## config.mk

```make
export PLATFORM = sky130hd
export DESIGN_NAME = fixed_block_free_list_allocator
export DESIGN_NICKNAME = d
export VERILOG_FILES = /design/src/rtl/fbfl_pkg.sv /design/src/rtl/fbfl_link_mem.sv /design/src/rtl/fixed_block_free_list_allocator.sv
export SDC_FILE = /design/constraint.sdc
export NUM_CORES = 2
export LEC_CHECK = 0
export BUFFER_PORTS_ARGS = -buffer_cell sky130_fd_sc_hd__buf_2
export CORE_UTILIZATION = 35
export CTS_CLUSTER_DIAMETER = 40
export DETAILED_ROUTE_END_ITERATION = 7
export GPL_TIMING_DRIVEN = 0
export PLACE_DENSITY = 0.45
export SLEW_MARGIN = 40
export SYNTH_ARGS = -nofsm -noshare
export SYNTH_HDL_FRONTEND = slang
export SYNTH_SLANG_ARGS = --single-unit
export TNS_END_PERCENT = 5
```

## constraint.sdc

```tcl
create_clock -name clk -period 16.7 [get_ports clk]
set_input_delay 0.835 -clock clk [delete_from_list [all_inputs] [get_ports clk]]
set_output_delay 0.835 -clock clk [all_outputs]
set_load 0.01 [all_outputs]
```

## src/rtl/fbfl_pkg.sv

```systemverilog
// Shared types, codes and helpers for the fixed block free list allocator.
// No dependencies; imported by every module of the block.
package fbfl_pkg;

  localparam int BLOCK_W = 8;
  localparam int COUNT_W = 9;
  localparam int TOTAL_W = 32;

  localparam logic REQ_ALLOC = 1'b0;
  localparam logic REQ_FREE  = 1'b1;

  localparam logic [1:0] ST_OK    = 2'd0;
  localparam logic [1:0] ST_EMPTY = 2'd1;
  localparam logic [1:0] ST_RANGE = 2'd2;

  typedef enum logic [1:0] {
    S_IDLE = 2'b01,
    S_EXEC = 2'b10
  } state_t;

  // Limit a written pool size to 1 .. lim.
  function automatic logic [COUNT_W-1:0] clamp_pool(input logic [COUNT_W-1:0] val,
                                                    input logic [COUNT_W-1:0] lim);
    logic [COUNT_W-1:0] res;
    res = val;
    if (val == '0) res = COUNT_W'(1);
    if (val > lim) res = lim;
    return res;
  endfunction

endpackage

```

## src/rtl/fbfl_link_mem.sv

```systemverilog
// Link memory of the free list: one next-block number per block.
// Synchronous, one write and one registered read port; uses fbfl_pkg.
module fbfl_link_mem
  import fbfl_pkg::*;
#(
  parameter int DEPTH = 256,
  parameter int AW    = 8
) (
  input  logic               clk,
  input  logic               rd_en,
  input  logic [AW-1:0]      rd_addr,
  output logic [BLOCK_W-1:0] rd_data,
  input  logic               wr_en,
  input  logic [AW-1:0]      wr_addr,
  input  logic [BLOCK_W-1:0] wr_data
);

  logic [BLOCK_W-1:0] mem [DEPTH];

  always_ff @(posedge clk) begin
    if (wr_en) begin
      mem[wr_addr] <= wr_data;
    end
  end

  always_ff @(posedge clk) begin
    if (rd_en) begin
      rd_data <= mem[rd_addr];
    end
  end

endmodule

```

## src/rtl/fixed_block_free_list_allocator.sv

```systemverilog
// Top level of the fixed block free list allocator: request control,
// list registers, counters and result register; uses fbfl_pkg, fbfl_link_mem.
//
// channel  direction  handshake               payload
// in       to block   in_valid / in_stall     req_type, block_index
// out      from block out_valid / out_stall   status, granted_block, free_blocks,
//                                             alloc_total, free_total
// cfg      to block   cfg_valid / cfg_ready   cfg_data (pool_blocks)
//
// Each request first reads the link of the list head from the link memory,
// then updates the list and loads the result register in S_EXEC.
// A request waits in S_EXEC while the result register is full and stalled.
// Synchronous reset empties the list and sets the pool to its largest size;
// a configuration write also empties the list, but sets the pool to cfg_data clamped to 1 .. largest size.
module fixed_block_free_list_allocator
  import fbfl_pkg::*;
#(
  parameter int MAX_BLOCKS = 256
) (
  input  logic               clk,
  input  logic               rst,
  input  logic               in_valid,
  output logic               in_stall,
  input  logic               req_type,
  input  logic [BLOCK_W-1:0] block_index,
  output logic               out_valid,
  input  logic               out_stall,
  output logic [1:0]         status,
  output logic [BLOCK_W-1:0] granted_block,
  output logic [COUNT_W-1:0] free_blocks,
  output logic [TOTAL_W-1:0] alloc_total,
  output logic [TOTAL_W-1:0] free_total,
  input  logic               cfg_valid,
  output logic               cfg_ready,
  input  logic [COUNT_W-1:0] cfg_data
);

  localparam int LINK_DEPTH = (MAX_BLOCKS < 256) ? MAX_BLOCKS : 256;
  localparam int AW = $clog2(LINK_DEPTH);
  localparam logic [COUNT_W-1:0] POOL_LIM = COUNT_W'(LINK_DEPTH);

  state_t             state;
  logic               req_q;
  logic [BLOCK_W-1:0] idx_q;
  logic [COUNT_W-1:0] pool_n;
  logic [BLOCK_W-1:0] list_head;
  logic               list_nonempty;
  logic [COUNT_W-1:0] fresh_next;
  logic [COUNT_W-1:0] free_count;
  logic [TOTAL_W-1:0] alloc_count;
  logic [TOTAL_W-1:0] dealloc_count;

  logic               in_xfer;
  logic               commit;
  logic [BLOCK_W-1:0] link_rd;
  logic               link_wr_en;
  logic [BLOCK_W-1:0] link_wr_data;

  logic [1:0]         status_next;
  logic [BLOCK_W-1:0] granted_next;
  logic [BLOCK_W-1:0] head_next;
  logic               nonempty_next;
  logic [COUNT_W-1:0] fresh_next_next;
  logic [COUNT_W-1:0] free_count_next;
  logic [TOTAL_W-1:0] alloc_count_next;
  logic [TOTAL_W-1:0] dealloc_count_next;

  assign in_stall  = (state != S_IDLE);
  assign cfg_ready = (state == S_IDLE);
  assign in_xfer   = in_valid && !in_stall;
  assign commit    = (state == S_EXEC) && (!out_valid || !out_stall);

  fbfl_link_mem #(
    .DEPTH (LINK_DEPTH),
    .AW    (AW)
  ) u_link_mem (
    .clk     (clk),
    .rd_en   (in_xfer),
    .rd_addr (list_head[AW-1:0]),
    .rd_data (link_rd),
    .wr_en   (link_wr_en),
    .wr_addr (idx_q[AW-1:0]),
    .wr_data (link_wr_data)
  );

  always_comb begin
    status_next        = ST_OK;
    granted_next       = '0;
    head_next          = list_head;
    nonempty_next      = list_nonempty;
    fresh_next_next    = fresh_next;
    free_count_next    = free_count;
    alloc_count_next   = alloc_count;
    dealloc_count_next = dealloc_count;
    link_wr_en         = 1'b0;
    link_wr_data       = list_nonempty ? list_head : idx_q;
    unique case (req_q)
      REQ_ALLOC: begin
        priority if (list_nonempty) begin
          granted_next = list_head;
          if (link_rd == list_head) begin
            nonempty_next = 1'b0;
          end else begin
            head_next = link_rd;
          end
        end else if (fresh_next < pool_n) begin
          granted_next    = fresh_next[BLOCK_W-1:0];
          fresh_next_next = fresh_next + COUNT_W'(1);
        end else begin
          status_next = ST_EMPTY;
        end
        if (status_next == ST_OK) begin
          if (free_count != '0) free_count_next = free_count - COUNT_W'(1);
          alloc_count_next = alloc_count + TOTAL_W'(1);
        end
      end
      REQ_FREE: begin
        if ({1'b0, idx_q} >= pool_n) begin
          status_next = ST_RANGE;
        end else begin
          link_wr_en    = commit;
          head_next     = idx_q;
          nonempty_next = 1'b1;
          if (free_count < pool_n) free_count_next = free_count + COUNT_W'(1);
          dealloc_count_next = dealloc_count + TOTAL_W'(1);
        end
      end
      default: status_next = ST_OK;
    endcase
  end

  always_ff @(posedge clk) begin
    if (rst) begin
      state         <= S_IDLE;
      out_valid     <= 1'b0;
      pool_n        <= POOL_LIM;
      list_head     <= '0;
      list_nonempty <= 1'b0;
      fresh_next    <= '0;
      free_count    <= POOL_LIM;
      alloc_count   <= '0;
      dealloc_count <= '0;
    end else begin
      if (commit) begin
        out_valid <= 1'b1;
      end else if (out_valid && !out_stall) begin
        out_valid <= 1'b0;
      end
      if (cfg_valid && cfg_ready) begin
        pool_n        <= clamp_pool(cfg_data, POOL_LIM);
        list_head     <= '0;
        list_nonempty <= 1'b0;
        fresh_next    <= '0;
        free_count    <= clamp_pool(cfg_data, POOL_LIM);
        alloc_count   <= '0;
        dealloc_count <= '0;
      end
      unique case (state)
        S_IDLE: begin
          if (in_xfer) state <= S_EXEC;
        end
        S_EXEC: begin
          if (commit) begin
            state         <= S_IDLE;
            list_head     <= head_next;
            list_nonempty <= nonempty_next;
            fresh_next    <= fresh_next_next;
            free_count    <= free_count_next;
            alloc_count   <= alloc_count_next;
            dealloc_count <= dealloc_count_next;
          end
        end
        default: state <= S_IDLE;
      endcase
    end
  end

  // Capture the request and load the result register.
  always_ff @(posedge clk) begin
    if (in_xfer) begin
      req_q <= req_type;
      idx_q <= block_index;
    end
    if (commit) begin
      status        <= status_next;
      granted_block <= granted_next;
      free_blocks   <= free_count_next;
      alloc_total   <= alloc_count_next;
      free_total    <= dealloc_count_next;
    end
  end

endmodule

```

==> summary.md <==
| Metric | Value |
|---|---|
| CP Buf/Inv Count | 8 |
| Largest net degree at the start of global routing | 89 |
| Syn nets | 4586 |
| Final setup fails | 0 |
| Die height | 506 µm |
| FF-to-FF Start | list_head[2] |
| Initial Util | 35.3% |
| XOR/XNOR Fraction of Synth Area | 0.788% |
| Commonest cells after routing, fill and taps aside | 2148 x edfxtp_1, 526 x mux4_2, 369 x clkbuf_16, 238 x nor2_2, 190 x buf_2 |
| Min-delay src | block_index[6] |
| Num rows | 184 |
| Vias in the first global route | 47.8k |
| Die area | 256000 µm² |
| Initial drt markers | 4889 |
| H-tree depth | 5 |
| Worst min path class | in -> reg |
| Later-pin clock latency in the skew report | 0.96 ns |
| Pre-Repair DR Iteration Count | 7 |
| Final min period | 5.47 ns |
| Vias per cell | 5.41 |
| Register area share after synthesis | 74.9% |
| Antenna Nets Post-Route | 0 |
| Hold Crit Depth | 1 |
| Final WL | 278 mm |
| Hold Fails Final Rpt | 0 |
| Die X | 506 µm |
| Mux cell area share after synthesis | 15.2% |
| Avg Inst Size Synth | 19.6 µm² |
| Hold endpoint | idx_q[6] |
| Main combinational cell family by area after synthesis | multiplexers |
| DRC violations left | 0 |
| Slew HR | 34.7% |
| DP HPWL | 187 mm |
| Critical Path End Type | flop |
| Slew of the pin with the lowest slew margin | 0.980 ns |
| CTS Sinks | 2251 |
| Area growth syn-to-layout | 21.2% |
| Global placer's final weighted congestion | 0.855 |
| Leak pwr | 33.0 nW |
| R2R depth | 9 |
| Worst Path Arrival | 6.18 ns |
| Critical path type | reg -> reg |
| Most used DFF post-synth | edfxtp_1 |
| Simple-gate area share of the yosys netlist | 3.96% |
| IO Port Bufs | 108 |
| R2R Setup Slk | 11.23 ns |
| Final hold slack | 0.0739 ns |
| Top Family by Delay on Critical Path | buffers and inverters |
| Tcrit/Tclk final | 32.7% |
| CTS tree | yes |
| Worst ir drop on vdd | 0.121 mV |
| Layout cells sized above 1 | 32.7% |
| CP most frequent cell | buf_2 |
| Global route total overflow | 0 |
| RSZ-0062 raised after global routing | false |
| RR Endpoint | u_link_mem.mem[152][2] |
| CP Cell Sequence | buf_2, buf_2, buf_2, buf_2, clkbuf_2, mux2_8, buf_12, buf_16, buf_16 |
| DR WL/cell | 31.9 µm |
| Unique cell type count in the Yosys netlist | 69 |
| Synth Cell Area | 88900 µm² |
| Post-Syn Instances | 4534 |
| Worst EP required | 17.41 ns |
| Root Driver | clkbuf_16 |
| IO Count | 109 |
| Overall Power | 14.0 mW |
| Timing-limited maximum frequency | 183 MHz |
| Gr usage total | 21.6% |
| Ys Warns | 0 |
| Slowest CP cell | dfxtp_1 |
| First-pass GRT wire length | 385 mm |
| Post-synthesis compound-gate area fraction | 3.20% |
| Setup Skew | 0.0536 ns |
| Async SR Flop Fraction | 0% |
| Worst-path fanout max | 72 |
| Number of synthesized flops with an enable pin | 2148 |
| Vias | 47.1k |
| Post-Synth Adder-Cell Area | 0.408% |
| CTS clk-pin slew, worst paths | 0.05 ns |
| #FFs+latches synth | 2251 |
| Initial antenna violation count | 9 |
| CP Launch Type | flop |
| Clk buf depth | 4 |
| Core Area | 252000 µm² |
| Critical Path Max Stage Delay | 0.73 ns |
| CTS Buf Count | 362 |
| Final #Nets | 5117 |
| Fin. max-slew vios | 0 |
| Commonest non-fill, non-tap cell in the layout | edfxtp_1 |
| Run status | finished, final reports clean |
| Pwr Density | 130 nW/µm² |
| Max cap viols | 0 |
## where the power goes
part	switching (mW)	internal [mW]
combinational	0.255	0.0910
sequential	0.0112	6.21
clock	2.77	4.62
## how the worst max path moves through the flow
stage                   from                      to  slack (ns)  depth (start not counted)
4_1_cts         list_head[2]  u_link_mem.mem[152][2]       11.17                          9
5_1_grt             idx_q[0]  u_link_mem.mem[106][1]       11.07                         12
6_report        list_head[2]  u_link_mem.mem[152][2]       11.23                          9
2_1_floorplan       idx_q[0]    u_link_mem.mem[0][0]        3.97                          3
3_3_place_gp   list_nonempty  u_link_mem.mem[110][0]       -9.54                          2
3_5_place_dp    list_head[2]  u_link_mem.mem[151][2]       11.19                          9
## logic make-up after synthesis
kind of cell	count (synthesis)
simple gates	761
mux	692
flops	2251
buf+inv	285
fa+ha+maj	29
compound gates	436
xor+xnor	80
## routing by layer
| metal | vias up | track usage [%] | part of all wire [%] |
|---|---|---|---|
| met5 | - | 0 | 0.0047 |
| met4 | 2 | 8.66 | 4.0 |
| met3 | 422 | 3.80 | 5.8 |
| met2 | 1618 | 34.2 | 47 |
| met1 | 25200 | 29.7 | 43 |
| li1 | 19800 | - | - |
## repair_timing
action                                 in CTS  in global routing
setup endpoints to repair                   0                  0
gates resized for setup                     0                  0
setup buffers                               0                  0
endpoints found under the hold margin       2                  0
hold buffers                                2                  0
## worst register-to-register path, cell delays in order (launching register included)
cell and delay (ns):
dfxtp_1 0.73, buf_2 0.65, buf_2 0.69, buf_2 0.57, buf_2 0.60, clkbuf_2 0.58
mux2_8 0.44, buf_12 0.27, buf_16 0.29, buf_16 0.34
## Yosys cell counts (12+ instances only)
master / n / area share, %
a22oi_1: 51 / 0.43
buf_1: 30 / 0.13
o31ai_1: 22 / 0.19
buf_4: 30 / 0.25
a21o_1: 12 / 0.10
nor2b_1: 22 / 0.15
clkbuf_1: 122 / 0.52
a21oi_1: 86 / 0.48
buf_6: 13 / 0.16
buf_2: 68 / 0.38
mux2_2: 29 / 0.37
mux2i_1: 136 / 1.5
nand2_1: 146 / 0.62
ha_1: 29 / 0.41
xor2_1: 22 / 0.22
xnor2_1: 58 / 0.57
o21ai_0: 76 / 0.43
a211oi_1: 42 / 0.35
mux4_2: 526 / 13
inv_1: 21 / 0.089
and3_1: 20 / 0.14
nand3_1: 70 / 0.39
a31oi_1: 23 / 0.16
and2_1: 19 / 0.13
dfxtp_1: 103 / 2.3
nand4_1: 25 / 0.18
nor4_1: 16 / 0.11
nor2_1: 347 / 1.5
or3_1: 12 / 0.084
nor3_1: 41 / 0.23
edfxtp_1: 2148 / 73
o22ai_1: 66 / 0.46
a22o_1: 20 / 0.20
## through the flow
step / util (%) / std cells / TNS, ns / setup slack (ns) / cell area (µm²)
floorplan: - / 4534 / 0 / 3.97 / 88900
global placement: 37.2 / 7990 / -2431.71 / -9.54 / 93600
detailed placement: 38.0 / 8047 / 0 / 11.19 / 95600
CTS: 42.7 / 8695 / 0 / 11.17 / 108000
global route: 42.8 / 8698 / 0 / 11.07 / 108000
finish: 42.8 / 8702 / 0 / 11.23 / 108000
## cell type report
class / count / area [µm²]
plain buffers: 263 / 1400
diodes: 7 / 17.5
well taps: 3348 / 4190
flip-flops and latches: 2251 / 66600
multi-input cells: 1998 / 21700
inverters: 22 / 82.6
fillers: 22100 / 144000
repair buffers: 167 / 1760
clock inverters: 248 / 2610
clock buffers: 398 / 9360
## state kept, by name, summed over array words and instances (netlist names)
signal,cells
u_link_mem.rd_data,8
u_link_mem.mem,2048
fresh_next,9
free_total,32
out_valid,1
dealloc_count,32
pool_n,9
status,2
alloc_total,32
alloc_count,32
granted_block,8
free_count,9
free_blocks,9
list_nonempty,1
req_q,1
idx_q,8
list_head,8
state,2
No activity file was read; power rests on OpenSTA's default activity.
